==> config.mk <==
export PLATFORM = sky130hd
export DESIGN_NAME = gpio_glitch_free_config_sequencer
export DESIGN_NICKNAME = d
export VERILOG_FILES = /design/src/gpcs_pkg.sv /design/src/gpcs_front.sv /design/src/gpcs_back.sv /design/src/gpcs_res_q.sv /design/src/gpio_glitch_free_config_sequencer.sv
export SDC_FILE = /design/constraint.sdc
export NUM_CORES = 1
export LEC_CHECK = 0
export BUFFER_PORTS_ARGS = -buffer_cell sky130_fd_sc_hd__buf_2
export CORE_ASPECT_RATIO = 0.7
export CORE_UTILIZATION = 56
export CTS_CLUSTER_DIAMETER = 200
export DETAILED_ROUTE_END_ITERATION = 6
export PLACE_DENSITY = 0.81
export SLEW_MARGIN = 20
export SYNTH_ARGS = -nofsm -noshare
export SYNTH_HDL_FRONTEND = slang
export SYNTH_SLANG_ARGS = --single-unit
==> constraint.sdc <==
create_clock -name clk -period 3.9 [get_ports clk]
set_input_delay 0 -clock clk [delete_from_list [all_inputs] [get_ports clk]]
set_output_delay 0 -clock clk [all_outputs]
set_load 0.01 [all_outputs]
==> src/gpcs_pkg.sv <==
// Shared types, codes and field-update helpers for the GPIO config sequencer.
package gpcs_pkg;

    localparam int PIN_COUNT = 16;
    localparam logic [15:0] VALID_PINS = 16'((32'd1 << PIN_COUNT) - 32'd1);

    // register select codes on the result side
    localparam logic [2:0] SEL_MODE  = 3'd0;
    localparam logic [2:0] SEL_OTYPE = 3'd1;
    localparam logic [2:0] SEL_SPEED = 3'd2;
    localparam logic [2:0] SEL_PULL  = 3'd3;
    localparam logic [2:0] SEL_AFL   = 3'd4;
    localparam logic [2:0] SEL_AFH   = 3'd5;
    localparam logic [2:0] SEL_BSRR  = 3'd6;
    localparam logic [2:0] SEL_NONE  = 3'd7;

    localparam logic [1:0] STAT_OK     = 2'd0;
    localparam logic [1:0] STAT_PARAM  = 2'd1;
    localparam logic [1:0] STAT_LOCKED = 2'd2;

    localparam logic [1:0] MODE_IN     = 2'd0;
    localparam logic [1:0] MODE_OUT    = 2'd1;
    localparam logic [1:0] MODE_AF     = 2'd2;
    localparam logic [1:0] MODE_ANALOG = 2'd3;

    localparam logic [1:0] LVL_LOW  = 2'd0;
    localparam logic [1:0] LVL_HIGH = 2'd1;
    localparam logic [1:0] LVL_KEEP = 2'd2;
    localparam logic [1:0] LVL_BAD  = 2'd3;

    localparam int STEP_W = 9;

    // Write steps in issue order; a request enables a subset of them.
    typedef enum logic [STEP_W-1:0] {
        ST_NONE  = 9'b000000001,  // single status-only result
        ST_PRE   = 9'b000000010,  // park (driving target) or first mode write
        ST_BSRR  = 9'b000000100,
        ST_SPEED = 9'b000001000,
        ST_OTYPE = 9'b000010000,
        ST_PULL  = 9'b000100000,
        ST_AFL   = 9'b001000000,
        ST_AFH   = 9'b010000000,
        ST_MODE  = 9'b100000000   // final mode write of a driving target
    } step_t;

    typedef struct packed {
        logic [STEP_W-1:0] steps;
        logic [1:0]        status;
        logic [15:0]       mask;
        logic [1:0]        mode;
        logic              drive;
        logic              ot;
        logic [1:0]        spd;
        logic [1:0]        pul;
        logic [3:0]        af;
        logic              lvl_high;
    } cmd_t;

    typedef struct packed {
        logic [2:0]  sel;
        logic [31:0] data;
        logic [1:0]  status;
        logic        last;
    } res_t;

    // replace the 2-bit field of every masked pin
    function automatic logic [31:0] put2(logic [31:0] r, logic [15:0] m, logic [1:0] v);
        logic [31:0] o;
        o = r;
        for (int p = 0; p < 16; p++) begin
            if (m[p]) begin
                o[2*p +: 2] = v;
            end
        end
        return o;
    endfunction

    // replace the 4-bit field of every masked pin in one af half
    function automatic logic [31:0] put4(logic [31:0] r, logic [7:0] m, logic [3:0] v);
        logic [31:0] o;
        o = r;
        for (int p = 0; p < 8; p++) begin
            if (m[p]) begin
                o[4*p +: 4] = v;
            end
        end
        return o;
    endfunction

endpackage

==> src/gpcs_front.sv <==
// Front end: request intake, validation, step planning and command queue.
module gpcs_front import gpcs_pkg::*;
(
    input  logic        clk,
    input  logic        rst_n,
    input  logic        push,
    output logic        full,
    input  logic [15:0] pin_mask,
    input  logic        restore_defaults,
    input  logic [1:0]  target_mode,
    input  logic        output_type,
    input  logic [1:0]  slew_speed,
    input  logic [1:0]  pull_select,
    input  logic [3:0]  alt_function,
    input  logic [1:0]  initial_level,
    input  logic        cfg_we,
    input  logic [15:0] cfg_wdata,
    output logic        cmd_valid,
    output cmd_t        cmd,
    input  logic        cmd_pop
);

    logic [15:0] locked_reg;
    cmd_t        q_reg [2];
    logic        wr_ptr_reg, wr_ptr_next;
    logic        rd_ptr_reg, rd_ptr_next;
    logic [1:0]  count_reg, count_next;
    cmd_t        new_cmd;
    logic [1:0]  lvl;
    logic        do_push;

    always_comb begin
        new_cmd          = '0;
        new_cmd.mask     = pin_mask & VALID_PINS;
        new_cmd.status   = STAT_OK;
        lvl              = initial_level;
        new_cmd.mode     = target_mode;
        new_cmd.ot       = output_type;
        new_cmd.spd      = slew_speed;
        new_cmd.pul      = pull_select;
        new_cmd.af       = alt_function;
        if (restore_defaults) begin
            new_cmd.mode = MODE_IN;
            new_cmd.ot   = 1'b0;
            new_cmd.spd  = 2'd0;
            new_cmd.pul  = 2'd0;
            new_cmd.af   = 4'd0;
            lvl          = LVL_KEEP;
        end
        new_cmd.lvl_high = (lvl == LVL_HIGH);
        new_cmd.drive    = (new_cmd.mode == MODE_OUT) || (new_cmd.mode == MODE_AF);

        if (new_cmd.mask == 16'd0) begin
            new_cmd.steps = ST_NONE;
        end
        else if (lvl == LVL_BAD) begin
            new_cmd.steps  = ST_NONE;
            new_cmd.status = STAT_PARAM;
        end
        else if ((locked_reg & new_cmd.mask) != 16'd0) begin
            new_cmd.steps  = ST_NONE;
            new_cmd.status = STAT_LOCKED;
        end
        else begin
            new_cmd.steps = ST_PRE | ST_SPEED | ST_OTYPE | ST_PULL;
            if (new_cmd.drive) begin
                new_cmd.steps = new_cmd.steps | ST_MODE;
                if (lvl != LVL_KEEP) begin
                    new_cmd.steps = new_cmd.steps | ST_BSRR;
                end
            end
            // af halves are touched on restore or an af target
            if (restore_defaults || (new_cmd.mode == MODE_AF)) begin
                if (new_cmd.mask[7:0] != 8'd0) begin
                    new_cmd.steps = new_cmd.steps | ST_AFL;
                end
                if (new_cmd.mask[15:8] != 8'd0) begin
                    new_cmd.steps = new_cmd.steps | ST_AFH;
                end
            end
        end
    end

    assign full      = (count_reg == 2'd2);
    assign cmd_valid = (count_reg != 2'd0);
    assign cmd       = q_reg[rd_ptr_reg];
    assign do_push   = push && !full;

    always_comb begin
        wr_ptr_next = wr_ptr_reg ^ do_push;
        rd_ptr_next = rd_ptr_reg ^ cmd_pop;
        count_next  = 2'(count_reg + {1'b0, do_push} - {1'b0, cmd_pop});
    end

    always_ff @(posedge clk or negedge rst_n)
    begin
        if (!rst_n)
        begin
            locked_reg <= '0;
            wr_ptr_reg <= 1'b0;
            rd_ptr_reg <= 1'b0;
            count_reg  <= '0;
        end
        else
        begin
            if (cfg_we)
            begin
                locked_reg <= cfg_wdata;
            end
            wr_ptr_reg <= wr_ptr_next;
            rd_ptr_reg <= rd_ptr_next;
            count_reg  <= count_next;
        end
    end

    always_ff @(posedge clk)
    begin
        if (do_push)
        begin
            q_reg[wr_ptr_reg] <= new_cmd;
        end
    end

endmodule

==> src/gpcs_back.sv <==
// Back end: shadow registers and the step sequencer that issues register writes.
module gpcs_back import gpcs_pkg::*;
(
    input  logic clk,
    input  logic rst_n,
    input  logic cmd_valid,
    input  cmd_t cmd,
    output logic cmd_pop,
    input  logic res_full,
    output logic res_push,
    output res_t res
);

    logic              busy_reg, busy_next;
    step_t             step_reg, step_next;
    cmd_t              cmd_reg;
    logic [31:0]       mode_reg, mode_next;
    logic [15:0]       otype_reg, otype_next;
    logic [31:0]       speed_reg, speed_next;
    logic [31:0]       pull_reg, pull_next;
    logic [31:0]       afl_reg, afl_next;
    logic [31:0]       afh_reg, afh_next;

    logic [STEP_W-1:0] low_mask, rem, next_bits, first_bits;
    logic              done, emit_valid, advance, load, fire;
    logic [15:0]       park;
    logic [1:0]        cur;
    logic [15:0]       setb, clrb;

    // pins currently driving in a mode other than the target
    always_comb begin
        park = '0;
        for (int p = 0; p < 16; p++) begin
            cur = mode_reg[2*p +: 2];
            if (cmd_reg.mask[p] && ((cur == MODE_OUT) || (cur == MODE_AF))
                && (cur != cmd_reg.mode)) begin
                park[p] = 1'b1;
            end
        end
    end

    always_comb begin
        low_mask   = STEP_W'((step_reg << 1) - 1);
        rem        = cmd_reg.steps & ~low_mask;
        done       = (rem == '0);
        next_bits  = rem & (~rem + STEP_W'(1));
        first_bits = cmd.steps & (~cmd.steps + STEP_W'(1));
        setb       = cmd_reg.lvl_high ? cmd_reg.mask : 16'd0;
        clrb       = cmd_reg.lvl_high ? 16'd0 : cmd_reg.mask;
    end

    // result of the current step and the shadow value it leaves behind
    always_comb begin
        mode_next  = mode_reg;
        otype_next = otype_reg;
        speed_next = speed_reg;
        pull_next  = pull_reg;
        afl_next   = afl_reg;
        afh_next   = afh_reg;
        emit_valid = 1'b1;
        res.sel    = SEL_NONE;
        res.data   = '0;
        res.status = STAT_OK;
        res.last   = done;
        case (step_reg)
            ST_NONE:
            begin
                res.status = cmd_reg.status;
            end
            ST_PRE:
            begin
                if (cmd_reg.drive) begin
                    mode_next  = put2(mode_reg, park, MODE_IN);
                    emit_valid = (park != 16'd0);
                end
                else begin
                    mode_next = put2(mode_reg, cmd_reg.mask, cmd_reg.mode);
                end
                res.sel  = SEL_MODE;
                res.data = mode_next;
            end
            ST_BSRR:
            begin
                res.sel  = SEL_BSRR;
                res.data = {clrb, setb};
            end
            ST_SPEED:
            begin
                speed_next = put2(speed_reg, cmd_reg.mask, cmd_reg.spd);
                res.sel    = SEL_SPEED;
                res.data   = speed_next;
            end
            ST_OTYPE:
            begin
                otype_next = cmd_reg.ot ? (otype_reg | cmd_reg.mask)
                                        : (otype_reg & ~cmd_reg.mask);
                res.sel    = SEL_OTYPE;
                res.data   = {16'd0, otype_next};
            end
            ST_PULL:
            begin
                pull_next = put2(pull_reg, cmd_reg.mask, cmd_reg.pul);
                res.sel   = SEL_PULL;
                res.data  = pull_next;
            end
            ST_AFL:
            begin
                afl_next = put4(afl_reg, cmd_reg.mask[7:0], cmd_reg.af);
                res.sel  = SEL_AFL;
                res.data = afl_next;
            end
            ST_AFH:
            begin
                afh_next = put4(afh_reg, cmd_reg.mask[15:8], cmd_reg.af);
                res.sel  = SEL_AFH;
                res.data = afh_next;
            end
            ST_MODE:
            begin
                mode_next = put2(mode_reg, cmd_reg.mask, cmd_reg.mode);
                res.sel   = SEL_MODE;
                res.data  = mode_next;
            end
            default:
            begin
                emit_valid = 1'b0;
            end
        endcase
    end

    always_comb begin
        fire     = busy_reg && emit_valid && !res_full;
        advance  = busy_reg && (!emit_valid || !res_full);
        res_push = fire;
        load     = !busy_reg || (advance && done);
        cmd_pop  = load && cmd_valid;

        if (cmd_pop) begin
            busy_next = 1'b1;
            step_next = step_t'(first_bits);
        end
        else if (advance && done) begin
            busy_next = 1'b0;
            step_next = step_reg;
        end
        else if (advance) begin
            busy_next = busy_reg;
            step_next = step_t'(next_bits);
        end
        else begin
            busy_next = busy_reg;
            step_next = step_reg;
        end
    end

    always_ff @(posedge clk or negedge rst_n)
    begin
        if (!rst_n)
        begin
            busy_reg  <= 1'b0;
            step_reg  <= ST_NONE;
            mode_reg  <= '0;
            otype_reg <= '0;
            speed_reg <= '0;
            pull_reg  <= '0;
            afl_reg   <= '0;
            afh_reg   <= '0;
        end
        else
        begin
            busy_reg <= busy_next;
            step_reg <= step_next;
            if (fire)
            begin
                mode_reg  <= mode_next;
                otype_reg <= otype_next;
                speed_reg <= speed_next;
                pull_reg  <= pull_next;
                afl_reg   <= afl_next;
                afh_reg   <= afh_next;
            end
        end
    end

    always_ff @(posedge clk)
    begin
        if (cmd_pop)
        begin
            cmd_reg <= cmd;
        end
    end

endmodule

==> src/gpcs_res_q.sv <==
// Two-entry result queue that presents register writes to the consumer.
module gpcs_res_q import gpcs_pkg::*;
(
    input  logic clk,
    input  logic rst_n,
    input  logic res_push,
    input  res_t res,
    output logic res_full,
    output logic empty,
    input  logic pop,
    output res_t head
);

    res_t       q_reg [2];
    logic       wr_ptr_reg, wr_ptr_next;
    logic       rd_ptr_reg, rd_ptr_next;
    logic [1:0] count_reg, count_next;
    logic       do_pop;

    assign res_full = (count_reg == 2'd2);
    assign empty    = (count_reg == 2'd0);
    assign head     = q_reg[rd_ptr_reg];
    assign do_pop   = pop && !empty;

    always_comb begin
        wr_ptr_next = wr_ptr_reg ^ res_push;
        rd_ptr_next = rd_ptr_reg ^ do_pop;
        count_next  = 2'(count_reg + {1'b0, res_push} - {1'b0, do_pop});
    end

    always_ff @(posedge clk or negedge rst_n)
    begin
        if (!rst_n)
        begin
            wr_ptr_reg <= 1'b0;
            rd_ptr_reg <= 1'b0;
            count_reg  <= '0;
        end
        else
        begin
            wr_ptr_reg <= wr_ptr_next;
            rd_ptr_reg <= rd_ptr_next;
            count_reg  <= count_next;
        end
    end

    always_ff @(posedge clk)
    begin
        if (res_push)
        begin
            q_reg[wr_ptr_reg] <= res;
        end
    end

endmodule

==> src/gpio_glitch_free_config_sequencer.sv <==
// The first write of a request passes the command queue, the step sequencer's command register
// and the result queue; a driving target with no pin to park first takes a step that writes nothing.
// Throughput: one write per cycle while the result queue is not full; a request issues one write
// per enabled step, and a driving target with no pin to park adds a step that writes nothing.
// A two-deep command queue lets the next request enter while writes drain.
// Reset (async, active low): all shadows zero (every pin input), no pins locked, queues empty.
module gpio_glitch_free_config_sequencer import gpcs_pkg::*;
(
    input  logic        clk,
    input  logic        rst_n,
    // request side
    input  logic        push,
    output logic        full,
    input  logic [15:0] pin_mask,
    input  logic        restore_defaults,
    input  logic [1:0]  target_mode,
    input  logic        output_type,
    input  logic [1:0]  slew_speed,
    input  logic [1:0]  pull_select,
    input  logic [3:0]  alt_function,
    input  logic [1:0]  initial_level,
    // lock register
    input  logic        cfg_we,
    input  logic [15:0] cfg_wdata,
    // write side
    output logic        empty,
    input  logic        pop,
    output logic [2:0]  reg_select,
    output logic [31:0] reg_data,
    output logic [1:0]  status,
    output logic        last
);

    // front -> back command item
    logic cmd_valid;
    cmd_t cmd;
    logic cmd_pop;

    // back -> result queue
    logic res_full;
    logic res_push;
    res_t res;
    res_t head;

    // Front: masks off pins beyond the port, applies the restore override,
    // rejects empty / bad-level / locked requests and plans which write
    // steps the request needs.
    gpcs_front u_front
    (
        .clk              (clk),
        .rst_n            (rst_n),
        .push             (push),
        .full             (full),
        .pin_mask         (pin_mask),
        .restore_defaults (restore_defaults),
        .target_mode      (target_mode),
        .output_type      (output_type),
        .slew_speed       (slew_speed),
        .pull_select      (pull_select),
        .alt_function     (alt_function),
        .initial_level    (initial_level),
        .cfg_we           (cfg_we),
        .cfg_wdata        (cfg_wdata),
        .cmd_valid        (cmd_valid),
        .cmd              (cmd),
        .cmd_pop          (cmd_pop)
    );

    // Back: walks the planned steps in order, one write per cycle unless the result queue is full, keeping
    // the shadow registers. The park set is taken from the live mode shadow
    // when its step runs, so earlier requests are fully applied by then.
    gpcs_back u_back
    (
        .clk       (clk),
        .rst_n     (rst_n),
        .cmd_valid (cmd_valid),
        .cmd       (cmd),
        .cmd_pop   (cmd_pop),
        .res_full  (res_full),
        .res_push  (res_push),
        .res       (res)
    );

    // Output queue decouples the sequencer from consumer stalls.
    gpcs_res_q u_res_q
    (
        .clk      (clk),
        .rst_n    (rst_n),
        .res_push (res_push),
        .res      (res),
        .res_full (res_full),
        .empty    (empty),
        .pop      (pop),
        .head     (head)
    );

    assign reg_select = head.sel;
    assign reg_data   = head.data;
    assign status     = head.status;
    assign last       = head.last;

endmodule
======== After elaboration in Yosys (flattened, before gate mapping) ========
Memories as Yosys holds them, arrays and structs flattened.
Cells that the tools add are included.
storage, ports and cells
  register bits ........................... 250
  bits in latches ......................... 0
  bits in writable memories ............... 156
  ROM bits ................................ 0
  bits of input ports ..................... 51
  output and inout port bits .............. 40
  word-level logic and storage cells ...... 323
  memories ................................ 2
memory list
  name           words  bits a word  rd ports  clocked after memory_dff  write ports  RTL line          text
  u_front.q_reg  2      40           1         0                         1            gpcs_front.sv:24  cmd_t q_reg [2];
  u_res_q.q_reg  2      38           1         0                         1            gpcs_res_q.sv:14  res_t q_reg [2];
operators by class
  add/subtract/negate cells ............... 7
  multipliers ............................. 0
  div/mod/pow operators ................... 0
  $lt $le $gt $ge ......................... 0
  equal/unequal tests ..................... 65
  shift operators ......................... 0
  mux-type cells .......................... 127
  bitwise operators ....................... 14
  reductions and logical operators ........ 83
operators with widths
  operator                                                                number
  35-bit case mux with 8 select lines                                     1
  2-bit 2-to-1 mux                                                        69
  4-bit 2-to-1 mux                                                        16
  32-bit case mux with 2 select lines                                     1
  9-bit 2-to-1 mux                                                        7
  16-bit 2-to-1 mux                                                       3
  2-bit equality test (second input constant)                             20
  1-bit logical AND                                                       39
  2-bit by 1-bit equality test with 1-bit output (second input constant)  18
  16-bit bitwise AND                                                      2
  32-bit 2-to-1 mux                                                       1
  2-bit != test                                                           16
  16-bit nonzero test                                                     2
  9-bit bitwise AND                                                       3
  9-bit NOT                                                               3
  1-bit 2-to-1 mux                                                        23
  1-bit logical OR                                                        20
  9-bit by 1-bit adder with 9-bit output (second input constant)          2
  16-bit logical NOT                                                      1
  8-bit 2-to-1 mux                                                        2
  16-bit NOT                                                              1
  16-bit OR                                                               1
  8-bit nonzero test                                                      2
  2-bit AND reduction                                                     7
  23 further kinds                                                        36

======== Logic depth before layout (Yosys ltp) ========
  depth after elaboration ................. 16
  gate-level depth with buffers ........... 15
  gate-level depth less buffers ........... 15

======== By module ========
From an unflattened synthesis, not the netlist that was laid out.
unflattened totals
  cells, all modules ...................... 1638
  area total of the unflattened synthesis .. 20225.6 µm²
modules (own cells, without submodules)
  module      instances  cells an instance  area each (µm²)  seq. area each (µm²)
  gpcs_back   1          1285               13417.9          5826.8
  gpcs_front  1          217                3809.9           2722.6
  gpcs_res_q  1          136                2997.9           2382.3

======== Least setup slack after synthesis ========
No wires, ideal clock.
  path type ............................... flip-flop to flip-flop
  start ................................... register u_back.step_reg[0]
  end ..................................... register u_front.count_reg[1]
  setup time .............................. 0.080 ns
  data arrival time ....................... 4.227 ns
  required time ........................... 3.820 ns
  slack ................................... -0.407 ns
  stages on the path, launching flop included .. 16
  buffers on the path ..................... 2
  clock period less this slack ............ 4.307 ns
  cell sequence ........................... dfstp_2 > inv_1 > ha_1 > nor2b_1 > clkbuf_2 > and4b_1 > clkbuf_1 > or4b_1 > nor4_4 > o21ai_1 > a21oi_4 > ha_1 > inv_1 > ha_1 > xnor2_1 > xnor2_1
on the way
  longest elaborated chain between the ends .. 10
  elaborated cells on any way between the ends .. 22
  those cells by class .................... add/sub: 2; eq/ne: 9; mux: 1; bitwise: 2; reduce/logical: 8
RTL lines
  element                                                                              RTL line                                 text
  start: declaration                                                                   gpcs_back.sv:15                          step_t step_reg, step_next;
  start signal: assignment                                                             gpcs_back.sv:172                         step_reg <= step_next;
  branches (longest 6 deep; another with 9-bit by 1-bit subtractor with 9-bit output)  --
  1-bit logical AND (*)                                                                gpcs_back.sv:135                         load = !busy_reg || (advance && done);
  1-bit logical OR (*)                                                                 gpcs_back.sv:135
  1-bit logical AND (*)                                                                gpcs_back.sv:136                         cmd_pop = load && cmd_valid;
  named net cmd_pop                                                                    gpio_glitch_free_config_sequencer.sv:37  logic cmd_pop;
  2-bit by 1-bit subtractor with 2-bit output (*)                                      gpcs_front.sv:92                         count_next = 2'(count_reg + {1'b0, do_push} - {1'b0, cmd_pop});
  named net u_front.count_next[1]                                                      gpcs_front.sv:27                         logic [1:0] count_reg, count_next;
  end signal: assignment                                                               gpcs_front.sv:112                        count_reg <= count_next;
  end: declaration                                                                     gpcs_front.sv:27
Mark *: on every way through the listed nets, which the timed path passes.
A chain may end at the register's enable or synchronous reset.

======== Worst setup path after layout ========
  start ................................... register u_back.step_reg[1]
  end ..................................... register u_back.afh_reg[6]
on the way
  longest elaborated chain between the ends .. 6
  elaborated cells on any way between the ends .. 14
  those cells by class .................... eq/ne: 9; mux: 1; reduce/logical: 4
RTL lines
  element                                                                 RTL line          text
  9-bit by 1-bit equality test with 1-bit output (tied with other cells)  gpcs_back.sv:65   case (step_reg)
  8-bit OR reduction (no line)                                            --
  1-bit case mux with 2 select lines                                      gpcs_back.sv:65
  1-bit logical AND (2 in series)                                         gpcs_back.sv:132  fire = busy_reg && emit_valid && !res_full;
  2-bit AND reduction (no line) (*)                                       --
  end signal: assignment                                                  gpcs_back.sv:180  afh_reg <= afh_next;
  end: declaration                                                        gpcs_back.sv:22   logic [31:0] afh_reg, afh_next;
Every way passes the cells marked *; elsewhere a longest branch is shown, timed or not.

==> qor.csv <==
stage,metric,value,unit
sta,Final Cycle Share,0.920,
layout,Multi-input gate area,0.00837,mm²
sta,final hold slack,0.0152,ns
pwr,sequential share of power,0.380,
worst_setup_path,Worst Path Arrival,4.02,ns
sta,Slew HR,0.243,
die,Die Ht,159,µm
grt,initial antenna violation count,3,
layout,Largest register FFs,76,
pwr,Peak VDD IR,0.407,mV
pwr,power per cell area,896,mW/mm²
die,Starting Density,0.570,
placement,Placed Area,0.0209,mm²
cts,TritonCTS clock tree,built,
die,die span in x,227,µm
die,std cell rows,57,
layout,most frequent cells in the layout,"222 x mux2_2, 209 x dfrtp_1, 186 x edfxtp_1",
pwr,Leak,9.60,nW
pwr,Total Power,20.6,mW
pwr,Net Sw Power,8.30,mW
die,die area,0.0362,mm²
yosys,Netlist cell types,60,
sta,Slew Limit Fails,0,
pwr,Clock power frac,0.199,
pwr,internal power,12.3,mW
pwr,switching portion of total power,0.403,
yosys,syn_area_per_cell,11.7,µm²
cts,H-tree Lvls,2,
die,Top Ports,91,
yosys,synthesized area,0.0198,mm²
yosys,Syn Inst Count,1694,
layout,Layout area overhead,16.1,%
layout,fin area,0.0230,mm²
worst_setup_path,crit start category,flop,
yosys,#FFs+latches synth,396,
detailed_routing,DRT Pass-1 Iters,6,
grt,global-route wire length before repair,88.4,mm
worst_setup_path,slowest CP cell,nor3b_1,
job,max cap viols,0,
grt,pin count of the biggest net entering global routing,111,
cts,number of clock sinks,396,
detailed_routing,ANT nets after route,0,
cts,Max clock buf depth,3,
cts,CTS buffer count,40,
sta,unrepaired setup endpoints after global routing,no,
placement,Post-DP HPWL,37.4,mm
worst_setup_path,Crit. End Element,flop,
layout,Sequential Area,0.0108,mm²
worst_setup_path,required time of the critical path,4.33,ns
cts,"Clk Latency, worst-skew pair",0.56,ns
detailed_routing,starting DRC count in detailed routing,2021,
grt,vias in the first global route,14600,
placement,RD Place Congestion,1.03,
sta,Final Hold Viols,0,
sta,Least-Margin Pin Slew,1.14,ns
sta,Max Fclk,279,MHz
detailed_routing,DRC violations left,0,
status,status,finished clean,
yosys,Post-synth EDFFs,186,
worst_setup_path,"Cell Chain, Critical Path","inv_1, ha_4, nor2b_1, nand3_1, nor3b_1, nor4b_1, a21oi_1, buf_4, and3_1, mux2_2",
detailed_routing,final wirelength,59.4,mm
sta,fin crit period,3.59,ns
layout,Total Nets Final,1888,
yosys,Ys Warns,0,
yosys,Syn Nets,1758,
grt,GRT Total Usage,0.327,
worst_setup_path,worst path buffer plus inverter count,2,
worst_setup_path,crit path max fanout,9,
yosys,Most used DFF post-synth,dfrtp_1,
detailed_routing,wire length per cell,25.5,µm
yosys,register area share after synthesis,0.547,
die,core box area,0.0348,mm²
cts,CTS root buffer,clkbuf_16,
cts,"CTS clk-pin slew, worst paths",0.06,ns
placement,number of port buffers,90,
sta,Final setup viols,0,
layout,# fillers,2547,
detailed_routing,vias per cell,6.48,
layout,layout cells sized above 1,0.252,
worst_setup_path,CP max stage delay,0.59,ns
worst_setup_path,Setup CP Type,flop to flop,
detailed_routing,DR vias,15100,
sta,clock skew,0.0245,ns
grt,total grt overflow,0,
yosys,Post-synth ARST share,0.530,
pwr,Comb pwr share,0.422,
hold_path,worst hold path type,input pin to flop,
layout,"most common cell after layout, fill and taps aside",mux2_2,
worst_setup_path,"CP delay by family, top",simple AND/OR/NAND/NOR gates,
kinds of logic (layout without fill, tap and decap cells):
logic type      after synthesis  count (layout)  synth area share
mux                         385             385             0.209
flops                       396             396             0.547
simple gates                439             439             0.104
fa+ha+maj                    13              13           0.00820
other cells                   0               3                 0
compound gates              283             283            0.0945
xor+xnor                     11              11           0.00486
buf+inv                     167             329            0.0329
Yosys cell counts (all sizes together), types with 15 or more instances:
master | count | area, µm²
nor2 | 153 | 577
a21oi | 18 | 101
o22a | 17 | 149
nand2b | 30 | 188
buf | 26 | 121
clkbuf | 116 | 438
o21ai | 72 | 360
o22ai | 61 | 382
mux2 | 223 | 2510
nand2 | 142 | 533
nand3 | 15 | 75.1
a22oi | 31 | 233
inv | 25 | 93.8
nor2b | 21 | 131
a31oi | 29 | 181
mux2i | 162 | 1620
edfxtp | 186 | 5590
a2111oi | 17 | 149
nor4 | 15 | 115
dfrtp | 209 | 5230
final timing paths:
| kind | endpoint | cells past startpoint | slack [ns] | start |
|---|---|---|---|---|
| worst max register to register | u_back.afh_reg[6] | 10 | 0.31 | u_back.step_reg[1] |
| worst min-delay path | u_front.count_reg[0] | 3 | 0.02 | push |
| max in group asynchronous | u_back.pull_reg[7] | 3 | 2.58 | rst_n |
| worst min register to register | u_back.pull_reg[20] | 2 | 0.48 | u_back.pull_reg[20] |
| min in group asynchronous | u_back.pull_reg[13] | 2 | 0.14 | rst_n |
| worst max-delay path | u_back.afh_reg[6] | 10 | 0.31 | u_back.step_reg[1] |
power groups by stage:
stage | clock (mW) | sequential [mW] | combinational (mW)
finish | 4.10 | 7.83 | 8.70
CTS | 4.09 | 7.73 | 8.31
global route | 4.29 | 7.95 | 9.25
detailed placement | 0 | 7.79 | 8.18
global placement | 0 | 7.67 | 8.00
floorplan | 0 | 6.99 | 5.99
layer usage:
metal,wire length [µm],global-route usage
met4,2600,0.120
met5,0,0
met3,7940,0.108
met1,24200,0.472
met2,24600,0.458
final cells by class:
type,instances,share of cell area
clock buffers,55,0.0490
clock inverters,19,0.0110
multi-input cells,1131,0.364
diodes,3,0.000326
well taps,472,0.0257
repair buffers,230,0.0754
flip-flops and latches,396,0.471
inverters,25,0.00418
per-stage QoR:
step | utilization | TNS, ns | worst slack [ns] | instances
final | 0.662 | 0 | 0.312 | 2331
after global routing | 0.662 | 0 | 0.159 | 2331
after CTS | 0.660 | 0 | 0.239 | 2323
after detailed placement | 0.602 | 0 | 0.232 | 2184
after global placement | 0.602 | 0 | 0.452 | 2184
after floorplan | - | -0.0772 | -0.0772 | 1694
worst min-delay path: cells and delay by family:
| family | cells | cell delay [ns] |
|---|---|---|
| fa+ha+maj | 1 | 0.26 |
| simple gates | 1 | 0.16 |
| buf+inv | 1 | 0.10 |
repair_timing:
item,4_1_cts,5_1_grt
endpoints found under the setup margin,0,2
endpoints found under the hold margin,187,0
hold buffers,65,0
setup buffers,0,5
gates resized for setup,0,0
No activity file was read; power rests on OpenSTA's default activity.
